[config.mk]
export PLATFORM = sky130hd
export DESIGN_NAME = aes_ram
export DESIGN_NICKNAME = d
export VERILOG_FILES = /design/src/hw/rtl/aes_ram.sv
export SDC_FILE = /design/constraint.sdc
export NUM_CORES = 2
export LEC_CHECK = 0
export ABC_CLOCK_PERIOD_IN_PS = 19100
export BUFFER_PORTS_ARGS = -buffer_cell sky130_fd_sc_hd__buf_2
export CORE_MARGIN = 4
export CORE_UTILIZATION = 66
export DETAILED_ROUTE_END_ITERATION = 12
export PLACE_DENSITY = 0.84
export SLEW_MARGIN = 20
export SYNTH_ARGS = -nofsm -noshare
export SYNTH_HDL_FRONTEND = slang
export SYNTH_SLANG_ARGS = --single-unit
[constraint.sdc]
create_clock -name clk -period 19.1 [get_ports clk]
set_input_delay 0.955 -clock clk [delete_from_list [all_inputs] [get_ports clk]]
set_output_delay 0.955 -clock clk [all_outputs]
set_load 0.1 [all_outputs]
[src/hw/rtl/aes_ram.sv]
// ----------------------------------------------------------------------------
// aes_ram
// generic single write port ram with one registered read port
// ----------------------------------------------------------------------------
module aes_ram #(
    parameter int WIDTH = 128,
    parameter int DEPTH = 15
) (
    input  logic                     clk,
    input  logic                     we,
    input  logic [$clog2(DEPTH)-1:0] waddr,
    input  logic [WIDTH-1:0]         wdata,
    input  logic [$clog2(DEPTH)-1:0] raddr,
    output logic [WIDTH-1:0]         rdata
);

    logic [WIDTH-1:0] mem [DEPTH];

    always_ff @(posedge clk)
    begin
        if (we)
        begin
            mem[waddr] <= wdata;
        end
        rdata <= mem[raddr];
    end

endmodule

==> metrics.md <==
| Metric | Value |
|---|---|
| I/O Buffers | between 200 and 300 |
| Hold_sp | wdata[95] |
| Largest area contributor in the netlist | edfxtp_1 |
| IO Pins | 266 |
| Count leader, synth | edfxtp_1 |
| TritonRoute pass-1 iters | 6 |
| Outcome | finished clean |
| DP Wirelength | roughly 80 mm |
| Cell Area, Synth | approximately 76000 µm² |
| RSZ-0062 raised after global routing | false |
| RR Startpoint | mem[6][116] |
| Worst Reg-to-Reg Cells | 3 |
| Hold path cells | 1 |
| Reg power frac | 53.7% |
| Initial antenna violation count | 40 |
| Clk pin slew, worst setup/hold paths | about 0.06 ns |
| CP Max Fanout | around 80 |
| Clock power frac | around two fifths |
| CP endpoint kind | register |
| Commonest cells post-synth | 1920 x edfxtp_1, 360 x mux2i_1, 268 x mux4_2, 130 x nand2_1 |
| Cells after synthesis | 3682 |
| Routed wire length | approximately 180 mm |
| CTS tree | yes |
| Fill cell total of the finished layout | 5806 |
| Initial core utilization | 66.89% |
| EDFF count, synth | between 1.5k and 2k |
| Core ar. | ~110000 µm² |
| Die H | ~350 µm |
| Worst EP required | about 20 ns |
| Reg2reg end | rdata[116] |
| Netlist cell types | 31 |
| Clk_lat worst skew | approximately 0.8 ns |
| Sink Count | 2048 |
| Worst min path class | input pin to register |
| Startpoint class of the critical path | input pin |
| Syn Nets | ~3.8k |
| Final non-filler cell total | 5685 |
| Post-CTS sizing | 0 |
| Seq cells post-synth | 2048 |
| GRT Residual Overflow | 0 |
| Number of remaining DRC errors | 0 |
| Fraction of synthesized cell area taken by the top area cell type | ~76% |
| Layout area overhead | 11.87% |
| Reg2Reg Setup Slack | around 18 ns |
| Async S/R FF share, synth | 0% |
| Leak | about 28 nW |
| Switching part of the total power | roughly 23% |
| Worst EP arrival | around 5.6 ns |
| Fin crit period | 4.849 ns |
| Final period util | between 20% and 30% |
| Int Power | 7.309 mW |
| Vias in the first global route | between 40k and 50k |
| Final Hold Viols | 0 |
| Rows | around 120 |
| Layout cells sized above 1 | 21.35% |
| # hold bufs at CTS | 0 |
| Num CTS Buffers | 187 |
| Postcts setup bufs | 0 |
| Tightest Pin Transition | approximately 1.2 ns |
| Max cap viols | 0 |
| Final setup fails | 0 |
| Global-route wire length before repair | between 200 and 300 mm |
| Maximum buffer depth of the clock tree | 3 |
| Fmax | slightly above 0.2 GHz |
| Die Wd | around 350 µm |
| Final Power | about 9.4 mW |
| Routed wire length per instance | between 30 and 40 µm |
| Gr usage total | between 20 and 30% |
| Area occupied by multi-input gates | around 14000 µm² |
| Area occupied by registers | 60220 µm² |
| Root buffer cell | clkbuf_16 |
| Initial DRC Count | 5086 |
| P per Cell Area | 111.5 nW/µm² |
| Peak VDD IR | roughly 0.000096 V |
| Post-DRT Antenna Nets | 0 |
| Setup CP Type | input pin to register |
| Seq/Total Area, Yosys | around four fifths |
| TNS Setup | 0 ns |
| YS warnings | 0 |
| Combinational power share | under 10% |
| Pin count of the biggest net entering global routing | about 130 |
| Relative slew slack | 19.01% |
| Placed cell count | ~5.3k |
| Avg Cell Area, Syn | approximately 21 µm² |
| Final Skew | 0.02531 ns |
| Switch Pwr | about 2.1 mW |
| Total number of vias | 38.30k |
| Hold Path End | mem[2][95] |
| Routability cong. | 0.7215 |
| Vias/cell | between 6 and 7 |
| Max-slew violations | 0 |
| Synth Flop Type | edfxtp_1 |
| Fin nets | slightly above 4k |
| Area contributors post-synth | edfxtp_1 76%, mux4_2 8.0%, mux2i_1 4.8% |
| H-tree depth | 4 |
| Die area | 120100 µm² |
## sequential cells by signal, summed over array words and instances (netlist names)
register and flops:
rdata 128, mem 1920
## logic make-up after synthesis
family                 share of synthesized area [%]
buffers and inverters                          1.599
muxes                                          12.74
AOI/OAI and AO/OA                              4.154
and+or+nand+nor                                1.915
DFF                                            79.59
## power groups by stage
stage | Clock (mW) | Sequential (mW) | Combinational (mW)
2_1_floorplan | 0 | 5.38 | 0.256
3_3_place_gp | 0 | 5.15 | 0.652
3_5_place_dp | 0 | 5.16 | 0.668
4_1_cts | 3.72 | 5.07 | 0.676
5_1_grt | 3.92 | 5.07 | 0.707
6_report | 3.69 | 5.07 | 0.678
## cell usage in the layout, fill, tap and decap left out, types with 39 or more instances in the layout
cell          n
dfxtp_1     128
clkbuf_16   191
a22oi_1     128
o21ai_1     103
buf_2       262
clkbuf_1     61
nand2_1     130
mux4_2      268
nand2b_1    120
a31oi_1     116
edfxtp_1   1920
buf_4        42
o22ai_1     116
mux2i_1     360
diode_2      39
## per-stage QoR
step	utilization, %	area [µm²]	worst slack [ns]	hold WS (ns)
after CTS	74.69	84490	14.29	0.4791
after floorplan	-	75660	8.218	0.5200
after global routing	74.77	84570	14.01	0.5042
after global placement	69.32	78410	13.62	0.5321
final	74.83	84640	14.25	0.5184
after detailed placement	69.32	78410	13.55	0.5599
## layout make-up
class,instances,share of cell area (%)
antenna,39,0.1153
clock buffer,278,6.340
clock inverter,71,0.8456
inverter,3,0.02217
multi-input combinational,1424,16.97
sequential,2048,71.14
tap,1500,2.217
timing repair buffer,322,2.347
## critical path, stage by stage
cell and delay, ns:
buf_8 0.61, buf_4 0.88, buf_4 0.84, buf_4 0.95, and2b_1 0.74, a22oi_1 0.24
o21ai_0 0.12
## worst max-delay path by stage
| stage | startpoint | to | depth (start not counted) |
|---|---|---|---|
| finish | raddr[0] | rdata[127] | 7 |
| global route | raddr[0] | rdata[127] | 7 |
| CTS | raddr[0] | rdata[117] | 7 |
| detailed placement | raddr[0] | rdata[72] | 7 |
| global placement | raddr[0] | rdata[70] | 7 |
| floorplan | waddr[2] | mem[0][0] | 2 |
## metal layers
metal	wire, µm	vias up	track usage [%]	share of wire, %
li1	-	15722	-	-
met1	63610	19736	40.53	36
met2	87070	2466	47.01	50
met3	19250	360	6.395	11
met4	5878	12	11.58	3.3
met5	86	-	0	0.049
(Power assumes the default switching activity.)
